[src/rtl/core/cts_pkg.sv]
// Shared types and constants for the cooperative thread scheduler.
package cts_pkg;

	localparam int THREAD_SLOTS_DEF = 8;
	localparam int TICK_BITS_DEF    = 32;

	typedef enum logic [2:0] {
		ST_READY    = 3'd0,
		ST_RUNNING  = 3'd1,
		ST_SLEEPING = 3'd2,
		ST_NOW      = 3'd3,
		ST_WAIT     = 3'd4,
		ST_TIMEDOUT = 3'd5,
		ST_STOPPED  = 3'd6
	} thr_state_t;

	typedef enum logic [2:0] {
		CMD_ADD    = 3'd0,
		CMD_REMOVE = 3'd1,
		CMD_YIELD  = 3'd2,
		CMD_FINISH = 3'd3,
		CMD_NOTIFY = 3'd4,
		CMD_NICE   = 3'd5
	} cmd_t;

	typedef enum logic [2:0] {
		F_IDLE,
		F_EXEC,
		F_CINIT,
		F_SCAN,
		F_FINAL,
		F_NOTIFY,
		F_DONE
	} fsm_t;

	// fixed-width part of one slot row
	typedef struct packed {
		logic       used;
		thr_state_t state;
		logic [7:0] channel;
		logic [15:0] ref_id;
		logic [31:0] tag;
	} slot_row_t;

	// per-field write enables for one row
	typedef struct packed {
		logic used;
		logic state;
		logic wake;
		logic deadline;
		logic channel;
		logic ref_id;
		logic tag;
		logic nice;
	} slot_we_t;

endpackage

[src/rtl/core/cts_table.sv]
// Thread slot table: one combinational read port, one masked write port.
module cts_table
	import cts_pkg::*;
#(
	parameter int THREAD_SLOTS = THREAD_SLOTS_DEF,
	parameter int TICK_BITS    = TICK_BITS_DEF,
	localparam int IW = $clog2(THREAD_SLOTS)
) (
	input  logic                 clk,
	input  logic                 arst_n,
	input  logic [IW-1:0]        rd_idx,
	output slot_row_t            rd_row,
	output logic [TICK_BITS-1:0] rd_wake,
	output logic [TICK_BITS-1:0] rd_deadline,
	output logic [TICK_BITS-1:0] rd_nice,
	input  logic                 wr_en,
	input  logic [IW-1:0]        wr_idx,
	input  slot_we_t             wr_we,
	input  slot_row_t            wr_row,
	input  logic [TICK_BITS-1:0] wr_wake,
	input  logic [TICK_BITS-1:0] wr_deadline,
	input  logic [TICK_BITS-1:0] wr_nice
);

	slot_row_t            row_q      [THREAD_SLOTS];
	logic [TICK_BITS-1:0] wake_q     [THREAD_SLOTS];
	logic [TICK_BITS-1:0] deadline_q [THREAD_SLOTS];
	logic [TICK_BITS-1:0] nice_q     [THREAD_SLOTS];

	assign rd_row      = row_q[rd_idx];
	assign rd_wake     = wake_q[rd_idx];
	assign rd_deadline = deadline_q[rd_idx];
	assign rd_nice     = nice_q[rd_idx];

	always_ff @(posedge clk or negedge arst_n) begin
		if (!arst_n) begin
			for (int i = 0; i < THREAD_SLOTS; i++) begin
				row_q[i]      <= '0;
				deadline_q[i] <= '0;
				nice_q[i]     <= '0;
			end
		end else if (wr_en) begin
			if (wr_we.used)     row_q[wr_idx].used    <= wr_row.used;
			if (wr_we.state)    row_q[wr_idx].state   <= wr_row.state;
			if (wr_we.channel)  row_q[wr_idx].channel <= wr_row.channel;
			if (wr_we.ref_id)   row_q[wr_idx].ref_id  <= wr_row.ref_id;
			if (wr_we.tag)      row_q[wr_idx].tag     <= wr_row.tag;
			if (wr_we.deadline) deadline_q[wr_idx]    <= wr_deadline;
			if (wr_we.nice)     nice_q[wr_idx]        <= wr_nice;
		end
	end

	// wake ticks are undefined until written
	always_ff @(posedge clk) begin
		if (wr_en && wr_we.wake) wake_q[wr_idx] <= wr_wake;
	end

endmodule

[src/rtl/core/cooperative_thread_scheduler.sv]
// Cooperative thread scheduler: slot table plus the command sequencer.
//
// One request at a time. Table commands (add, remove, set nice, unknown) run in
// F_EXEC and hand the result over from F_DONE. Notify walks the slots from 0,
// one per cycle, stopping at the first match unless notify_all. Yield and
// finish write the active slot, load the candidate, then examine one slot per
// cycle through the single table read port. in_stall is high while a request
// is in work; a finished result sits in the output register until taken.
module cooperative_thread_scheduler
	import cts_pkg::*;
#(
	parameter int THREAD_SLOTS = THREAD_SLOTS_DEF,
	parameter int TICK_BITS    = TICK_BITS_DEF
) (
	input  logic                 clk,
	input  logic                 arst_n,
	input  logic                 in_valid,
	output logic                 in_stall,
	input  logic [2:0]           cmd,
	input  logic [2:0]           thread_slot,
	input  logic [TICK_BITS-1:0] now,
	input  logic [TICK_BITS-1:0] delay_ticks,
	input  logic [1:0]           yield_kind,
	input  logic [TICK_BITS-1:0] wait_deadline,
	input  logic [7:0]           wait_channel,
	input  logic [15:0]          ref_id,
	input  logic                 notify_all,
	input  logic [31:0]          tag_value,
	input  logic [TICK_BITS-1:0] nice_ticks,
	output logic                 out_valid,
	input  logic                 out_stall,
	output logic                 next_valid,
	output logic [2:0]           next_slot,
	output logic                 next_timed_out,
	output logic [3:0]           notify_count,
	output logic [31:0]          resume_tag
);

	localparam int IW = $clog2(THREAD_SLOTS);
	localparam int KW = $clog2(THREAD_SLOTS + 1);
	localparam int TW = TICK_BITS;

	fsm_t state_q, state_d;

	// latched request
	cmd_t        cmd_q;
	logic [2:0]  slot_q;
	logic [TW-1:0] now_q, delay_q, dl_q, nice_q;
	logic [1:0]  kind_q;
	logic [7:0]  chan_q;
	logic [15:0] ref_q;
	logic        all_q;
	logic [31:0] tag_q;

	logic [IW-1:0] active_q, active_d;
	logic [IW-1:0] cand_q, cand_d;
	logic [TW-1:0] cand_wake_q, cand_wake_d;
	logic [IW-1:0] t_q, t_d;
	logic [KW-1:0] k_q, k_d;
	logic [KW-1:0] cnt_q, cnt_d;

	logic        res_valid_q, res_valid_d;
	logic [IW-1:0] res_slot_q, res_slot_d;
	logic        res_to_q, res_to_d;
	logic [KW-1:0] res_cnt_q, res_cnt_d;
	logic [31:0] res_tag_q, res_tag_d;

	logic        out_valid_q;

	// table ports
	logic [IW-1:0] rd_idx, wr_idx;
	slot_row_t     rd_row, wr_row;
	logic [TW-1:0] rd_wake, rd_deadline, rd_nice;
	logic [TW-1:0] wr_wake, wr_deadline, wr_nice;
	logic          wr_en;
	slot_we_t      wr_we;

	logic [IW-1:0] s_idx, t_next;
	logic          s_ok, live, wake_ge, dl_expired;
	thr_state_t    yst;

	cts_table #(.THREAD_SLOTS(THREAD_SLOTS), .TICK_BITS(TICK_BITS)) u_table (
		.clk, .arst_n,
		.rd_idx, .rd_row, .rd_wake, .rd_deadline, .rd_nice,
		.wr_en, .wr_idx, .wr_we, .wr_row, .wr_wake, .wr_deadline, .wr_nice
	);

	assign s_ok   = 32'(slot_q) < 32'(THREAD_SLOTS);
	assign s_idx  = IW'(slot_q);
	assign t_next = (32'(t_q) == THREAD_SLOTS - 1) ? '0 : t_q + IW'(1);
	assign yst    = thr_state_t'(3'(kind_q) + 3'd1);
	assign live   = rd_row.used && rd_row.state != ST_STOPPED;
	assign dl_expired = rd_deadline != '0 && rd_deadline < now_q;
	// shared compare: candidate wake against the examined slot
	assign wake_ge = (rd_row.state == ST_NOW ? now_q : cand_wake_q) >= rd_wake;

	assign in_stall = state_q != F_IDLE;

	always_ff @(posedge clk) begin
		if (in_valid && !in_stall) begin
			cmd_q  <= cmd_t'(cmd);
			slot_q <= thread_slot;
			now_q  <= TW'(now);
			delay_q <= TW'(delay_ticks);
			dl_q   <= TW'(wait_deadline);
			nice_q <= TW'(nice_ticks);
			kind_q <= yield_kind;
			chan_q <= wait_channel;
			ref_q  <= ref_id;
			all_q  <= notify_all;
			tag_q  <= tag_value;
		end
		cand_q      <= cand_d;
		cand_wake_q <= cand_wake_d;
		t_q         <= t_d;
		k_q         <= k_d;
		cnt_q       <= cnt_d;
		res_slot_q  <= res_slot_d;
		res_to_q    <= res_to_d;
		res_cnt_q   <= res_cnt_d;
		res_tag_q   <= res_tag_d;
	end

	always_ff @(posedge clk or negedge arst_n) begin
		if (!arst_n) begin
			state_q     <= F_IDLE;
			active_q    <= '0;
			res_valid_q <= 1'b0;
			out_valid_q <= 1'b0;
		end else begin
			state_q     <= state_d;
			active_q    <= active_d;
			res_valid_q <= res_valid_d;
			if (state_q == F_DONE && (!out_valid_q || !out_stall))
				out_valid_q <= 1'b1;
			else if (!out_stall)
				out_valid_q <= 1'b0;
		end
	end

	always_ff @(posedge clk) begin
		if (state_q == F_DONE && (!out_valid_q || !out_stall)) begin
			next_valid     <= res_valid_q;
			next_slot      <= res_valid_q ? 3'(res_slot_q) : 3'd0;
			next_timed_out <= res_to_q;
			notify_count   <= 4'(res_cnt_q);
			resume_tag     <= res_tag_q;
		end
	end

	assign out_valid = out_valid_q;

	always_comb begin
		state_d     = state_q;
		active_d    = active_q;
		cand_d      = cand_q;
		cand_wake_d = cand_wake_q;
		t_d         = t_q;
		k_d         = k_q;
		cnt_d       = cnt_q;
		res_valid_d = res_valid_q;
		res_slot_d  = res_slot_q;
		res_to_d    = res_to_q;
		res_cnt_d   = res_cnt_q;
		res_tag_d   = res_tag_q;
		rd_idx      = active_q;
		wr_en       = 1'b0;
		wr_idx      = active_q;
		wr_we       = '0;
		wr_row      = '0;
		wr_wake     = now_q;
		wr_deadline = '0;
		wr_nice     = '0;

		unique case (state_q)
			F_IDLE: begin
				if (in_valid) state_d = F_EXEC;
			end
			F_EXEC: begin
				res_valid_d = 1'b0;
				res_slot_d  = '0;
				res_to_d    = 1'b0;
				res_cnt_d   = '0;
				res_tag_d   = '0;
				state_d     = F_DONE;
				unique case (cmd_q)
					CMD_ADD: begin
						rd_idx = s_idx;
						wr_idx = s_idx;
						if (s_ok && !rd_row.used) begin
							wr_en  = 1'b1;
							wr_we  = '1;
							wr_row.used  = 1'b1;
							wr_row.state = ST_READY;
						end
					end
					CMD_REMOVE: begin
						wr_idx = s_idx;
						wr_en  = s_ok;
						wr_we.used  = 1'b1;
						wr_we.state = 1'b1;
						wr_row.state = ST_READY;
					end
					CMD_NICE: begin
						wr_idx  = s_idx;
						wr_en   = s_ok;
						wr_we.nice = 1'b1;
						wr_nice = nice_q;
					end
					CMD_NOTIFY: begin
						t_d     = '0;
						cnt_d   = '0;
						state_d = F_NOTIFY;
					end
					CMD_YIELD, CMD_FINISH: begin
						wr_en = rd_row.used;
						wr_we.state = 1'b1;
						state_d = F_CINIT;
						if (cmd_q == CMD_FINISH) begin
							wr_row.state = ST_STOPPED;
						end else begin
							wr_row.state = yst;
							wr_we.wake   = 1'b1;
							if (yst == ST_NOW)
								wr_wake = now_q;
							else if (delay_q == '0 && yst != ST_WAIT)
								wr_wake = now_q + rd_nice;
							else
								wr_wake = now_q + delay_q;
							if (yst == ST_WAIT) begin
								wr_we.deadline = 1'b1;
								wr_we.channel  = 1'b1;
								wr_we.ref_id   = 1'b1;
								wr_we.tag      = 1'b1;
								wr_deadline    = dl_q;
								wr_row.channel = chan_q;
								wr_row.ref_id  = ref_q;
								wr_row.tag     = tag_q;
							end
						end
					end
					default: ;
				endcase
			end
			F_CINIT: begin
				cand_d      = active_q;
				cand_wake_d = rd_wake;
				t_d         = (32'(active_q) == THREAD_SLOTS - 1) ? '0 : active_q + IW'(1);
				k_d         = KW'(1);
				state_d     = F_SCAN;
			end
			F_SCAN: begin
				rd_idx = t_q;
				wr_idx = t_q;
				t_d    = t_next;
				k_d    = k_q + KW'(1);
				if (32'(k_q) == THREAD_SLOTS) state_d = F_FINAL;
				if (live) begin
					case (rd_row.state)
						ST_READY: begin
							wr_en = 1'b1;
							wr_we.state  = 1'b1;
							wr_row.state = ST_RUNNING;
							res_valid_d  = 1'b1;
							res_slot_d   = t_q;
							res_tag_d    = rd_row.tag;
							active_d     = t_q;
							state_d      = F_DONE;
						end
						ST_NOW, ST_SLEEPING: begin
							if (rd_row.state == ST_NOW) begin
								// candidate's wake moves to now
								wr_en      = 1'b1;
								wr_idx     = cand_q;
								wr_we.wake = 1'b1;
								wr_wake    = now_q;
								cand_wake_d = now_q;
							end
							if (wake_ge) begin
								cand_d = t_q;
								if (t_q != cand_q) cand_wake_d = rd_wake;
							end
						end
						ST_WAIT: begin
							if (dl_expired) begin
								wr_en = 1'b1;
								wr_we.state  = 1'b1;
								wr_we.wake   = 1'b1;
								wr_row.state = ST_TIMEDOUT;
								wr_wake      = '0;
								res_valid_d  = 1'b1;
								res_slot_d   = t_q;
								res_to_d     = 1'b1;
								res_tag_d    = rd_row.tag;
								active_d     = t_q;
								state_d      = F_DONE;
							end
						end
						default: ;
					endcase
				end
			end
			F_FINAL: begin
				rd_idx  = cand_q;
				wr_idx  = cand_q;
				state_d = F_DONE;
				if (live && !(rd_row.state == ST_WAIT && rd_deadline == '0)) begin
					wr_en = 1'b1;
					wr_we.state  = 1'b1;
					wr_row.state = rd_row.state == ST_WAIT ? ST_TIMEDOUT : ST_RUNNING;
					res_valid_d  = 1'b1;
					res_slot_d   = cand_q;
					res_to_d     = rd_row.state == ST_WAIT;
					res_tag_d    = rd_row.tag;
					active_d     = cand_q;
				end
			end
			F_NOTIFY: begin
				rd_idx = t_q;
				wr_idx = t_q;
				t_d    = t_next;
				if (32'(t_q) == THREAD_SLOTS - 1) state_d = F_DONE;
				if (rd_row.used && rd_row.state == ST_WAIT &&
				    rd_row.channel == chan_q && rd_row.ref_id == ref_q) begin
					wr_en = 1'b1;
					wr_we.state  = 1'b1;
					wr_we.wake   = 1'b1;
					wr_we.tag    = 1'b1;
					wr_we.ref_id = 1'b1;
					wr_row.state = ST_NOW;
					wr_row.tag   = tag_q;
					wr_wake      = now_q;
					cnt_d        = cnt_q + KW'(1);
					res_cnt_d    = cnt_q + KW'(1);
					if (!all_q) state_d = F_DONE;
				end
			end
			F_DONE: begin
				if (!out_valid_q || !out_stall) state_d = F_IDLE;
			end
			default: state_d = F_IDLE;
		endcase
	end

`ifndef SYNTH
	a_busy_stall: assert property (@(posedge clk) disable iff (!arst_n)
		state_q != F_IDLE |-> in_stall)
		else $error("request taken while busy");
	a_none_zero: assert property (@(posedge clk) disable iff (!arst_n)
		out_valid && !next_valid |-> next_slot == 3'd0 && !next_timed_out)
		else $error("no-thread result carries a slot");
	a_notify_only: assert property (@(posedge clk) disable iff (!arst_n)
		out_valid && next_valid |-> notify_count == 4'd0)
		else $error("schedule result carries a notify count");
	a_single_result: assert property (@(posedge clk) disable iff (!arst_n)
		state_q == F_DONE && out_valid_q && out_stall |=> state_q == F_DONE)
		else $error("result dropped under stall");
`endif

endmodule

[config.mk]
export PLATFORM = sky130hd
export DESIGN_NAME = cooperative_thread_scheduler
export DESIGN_NICKNAME = d
export VERILOG_FILES = /design/src/rtl/core/cts_pkg.sv /design/src/rtl/core/cts_table.sv /design/src/rtl/core/cooperative_thread_scheduler.sv
export SDC_FILE = /design/constraint.sdc
export NUM_CORES = 2
export LEC_CHECK = 0
export CORE_ASPECT_RATIO = 0.9
export CORE_MARGIN = 8
export CORE_UTILIZATION = 25
export CTS_CLUSTER_SIZE = 12
export DETAILED_ROUTE_END_ITERATION = 8
export DONT_BUFFER_PORTS = 1
export GPL_ROUTABILITY_DRIVEN = 1
export GPL_TIMING_DRIVEN = 0
export PLACE_DENSITY = 0.47
export SLEW_MARGIN = 25
export SYNTH_ARGS = -nofsm -noshare
export SYNTH_HDL_FRONTEND = slang
export SYNTH_SLANG_ARGS = --single-unit
[constraint.sdc]
create_clock -name clk -period 10.15 [get_ports clk]
set_input_delay 0 -clock clk [delete_from_list [all_inputs] [get_ports clk]]
set_output_delay 0 -clock clk [all_outputs]
set_load 0.01 [all_outputs]
==> impl_results.md <==
* Outcome: completed
* Critical path class: register to register
* Critical Path AT at between 10 and 15 ns
* R2R setup slack at 0.31 ns
* Final Hold Viols at 0
* Setup violations, final at 0
* Post-Synth Simple-Gate Area at 13.8%
* Port Buffer Count at 0
* Static Leak at ~37 nW
* Via density at 4.94
* Fin cells at 11083
* Worst Path Required at 10.73 ns
* Final WL at approximately 270000 µm
* Chip width at 585 µm
* Layout cells sized above 1 at 16.0%
* Crit path capture type: register
* Largest net degree at the start of global routing at 199
* Initial antenna violation count at 14
* Post-synthesis adder-cell area fraction at 1.81%
* Commonest cells after routing, fill and taps aside: 1274 x nand2_1, 1000 x dfrtp_1, 585 x mux2_2
* Gpl congestion at 0.894
* H-tree depth at 4
* DRC Markers at 0
* Nature of the critical path startpoint: register
* RSZ-0062 raised after global routing: no
* Layout Utilization at 30.5%
* TritonCTS Sinks at 1576
* Synth async-reset ratio at 63.5%
* Fin. max-slew vios at 0
* DRT iter0 DRCs at approximately 5200
* Initial Utilization at between 20% and 30%
* Cell count after synthesis at roughly 6400
* Setup tns final at 0 ns
* Tcrit/Tclk final at a little over nine tenths
* Commonest non-fill, non-tap cell in the layout: nand2_1
* Max Cap Violations at 0
* Synth Flop Type: dfrtp_1
* Worst skew pair latency at between 0.8 and 0.9 ns
* Syn_nets at 6716
* Sequential area share after synthesis at between 50% and 60%
* Actual slew at the worst max-slew pin at 1.12 ns
* Post-synth EDFFs at 576
* Syn Std Cell Area at roughly 73000 µm²
* Tmin final at 9.84 ns
* Rel. slew slack at approximately a quarter
* WHS Path Cells at 5
* Num CTS Buffers at ~180
* Final non-filler cell area at 88700 µm²
* GR Util All Layers at 17.1%
* Aggregate global routing overflow at 0
* Netlist cell types at 89
* Vias in the first global route at approximately 55000
* Fmax at 102 MHz
* Number of synthesized register bits at 1576
* Crit Path Max Fanout at 10
* Power Density at 315 nW/µm²
* Drt wl/cell at 24.5 µm
* Clk pin slew, worst setup/hold paths at around 0.060 ns
* Post-place setup slack at -1.20 ns
* Hpwl dp at 197000 µm
* Cells on worst reg2reg path at 27
* Area grow syn2layout at 21.8%
* Mux cell area share after synthesis at 11.6%
* Clock Root Buffer: clkbuf_16
* Nets@finish at between 7000 and 8000
* Yosys warns at 0
* Largest family of logic cells by synthesized area: simple AND/OR/NAND/NOR gates
* Die Y at ~530 µm
* XOR/XNOR Fraction of Synth Area at 0.936%
* First-pass GRT wire length at 394000 µm
* # rows at 188
* Drt pass-1 iters at 6
* Num ports at 240
* Placed Area at 78600 µm²
* Core Area at 291000 µm²
* Min-Delay Path Class: input port to register
* Post-synthesis compound-gate area fraction at 10.2%
* CTS tree: yes
* Final WS setup at 0.310 ns
* Max Buffers Root-to-Sink at 4
* Vias at ~55000
* Setup Skew at 0.0662 ns
* Post-Place Cells at 10343
* Die ar. at around 300000 µm²
* Post-DRT Antenna Nets at 0
* Syn_area_per_cell at ~11 µm²
* Worst VDD drop at 224 µV
==> metal layers <==
| metal | vias to the layer above | share of wire, % | GRT usage [%] |
|---|---|---|---|
| met5 | - | 0.012 | 0 |
| met2 | 1964 | 44 | 26.1 |
| li1 | 24301 | - | - |
| met4 | 6 | 4.8 | 7.22 |
| met3 | 485 | 6.5 | 2.99 |
| met1 | 28031 | 45 | 23.9 |
==> critical path: stages, from the launching register on <==
cell,delay (ns)
edfxtp_1,0.48
buf_2,0.23
or3_1,0.36
buf_2,0.17
o21ai_1,0.22
o2111a_1,0.48
buf_2,0.38
buf_2,0.43
buf_2,0.54
buf_2,0.52
clkbuf_2,0.46
buf_1,0.59
a311oi_1,0.22
a31oi_1,0.37
o21bai_1,0.13
ha_1,0.38
o21a_1,0.14
o21a_1,0.16
o21a_1,0.16
a31oi_1,0.32
o21ai_0,0.28
a21oi_1,0.41
o221ai_1,0.22
a211oi_1,0.27
nor2_1,0.10
o41ai_1,0.33
mux2i_1,0.65
mux2i_4,0.55
==> where the power goes <==
group	leakage, nW	internal (W)	switching [W]	total [W]
sequential	19.2	0.00735	0.000308	0.00766
combinational	15.1	0.00373	0.00998	0.0137
clock	2.89	0.00383	0.00274	0.00657
==> flip-flops by register name, summed over array words and instances (netlist names), 4 cells and up <==
register            cells
cand_wake_q            32
chan_q                  8
cnt_q                   4
delay_q                32
dl_q                   32
k_q                     4
nice_q                 32
notify_count            4
now_q                  32
ref_q                  16
res_cnt_q               4
res_tag_q              32
resume_tag             32
tag_q                  32
u_table.deadline_q    256
u_table.nice_q        256
u_table.row_q         480
u_table.wake_q        256
==> synth_stat cells (104+ instances only) <==
library cell	count	area [µm²]
nand2_1	1274	4780
dfrtp_1	1000	25000
mux2_2	585	6590
edfxtp_1	576	17300
nand3_1	551	2760
a22o_1	288	2520
o21ai_0	259	1300
clkbuf_1	243	912
nor2_1	128	480
buf_1	125	469
a21oi_1	109	546
mux2i_1	106	1060
buf_2	105	526
ha_1	104	1300
==> final timing paths <==
check                                           start                              end
max reg2reg                        cmd_q[1]$_DFFE_PP_  u_table.wake_q[3][31]$_DFFE_PP_
min in group asynchronous                      arst_n  u_table.nice_q[146]$_DFFE_PN0P_
min                                         out_stall           state_q[2]$_DFFE_PN0P_
max in group asynchronous                      arst_n    u_table.row_q[32]$_DFFE_PN0P_
max                                cmd_q[1]$_DFFE_PP_  u_table.wake_q[3][31]$_DFFE_PP_
min reg2reg                res_tag_q[1]$_SDFFCE_PN0P_          resume_tag[1]$_DFFE_PP_
==> stage by stage <==
stage | hold slack, ns | power, W
4_1_cts | 0.217 | 0.0280
2_1_floorplan | -0.296 | 0.0150
3_5_place_dp | -0.285 | 0.0211
6_report | 0.306 | 0.0279
5_1_grt | 0.286 | 0.0293
3_3_place_gp | -0.0318 | 0.0208
==> cell type report <==
type	count	area, µm²
Multi-Input combinational cell	4224	28000
Clock buffer	265	5310
Sequential cell	1576	42300
Timing Repair Buffer	437	4910
Buffer	505	2280
Clock inverter	65	558
Tap cell	3895	4870
Inverter	102	383
Fill cell	29784	202000
Antenna cell	14	35.0
==> repair_timing <==
action / 4_1_cts / 5_1_grt
endpoints found under the setup margin: 1275 / 726
pin swaps: 7 / 0
hold buffers: 393 / 0
resized for setup: 19 / 33
hold endpoints to repair: 750 / 0
buffers inserted: 7 / 0
==> cells by family (layout without fill, tap and decap cells) <==
kind of cell / after synthesis / after routing
buffers and inverters: 614 / 1374
adders and majority gates: 105 / 105
DFF: 1576 / 1576
xor gates and xnor gates: 77 / 77
and+or+nand+nor: 2266 / 2266
muxes: 751 / 751
other: 0 / 14
AOI/OAI and AO/OA: 1025 / 1025
No activity file was read; power rests on OpenSTA's default activity.
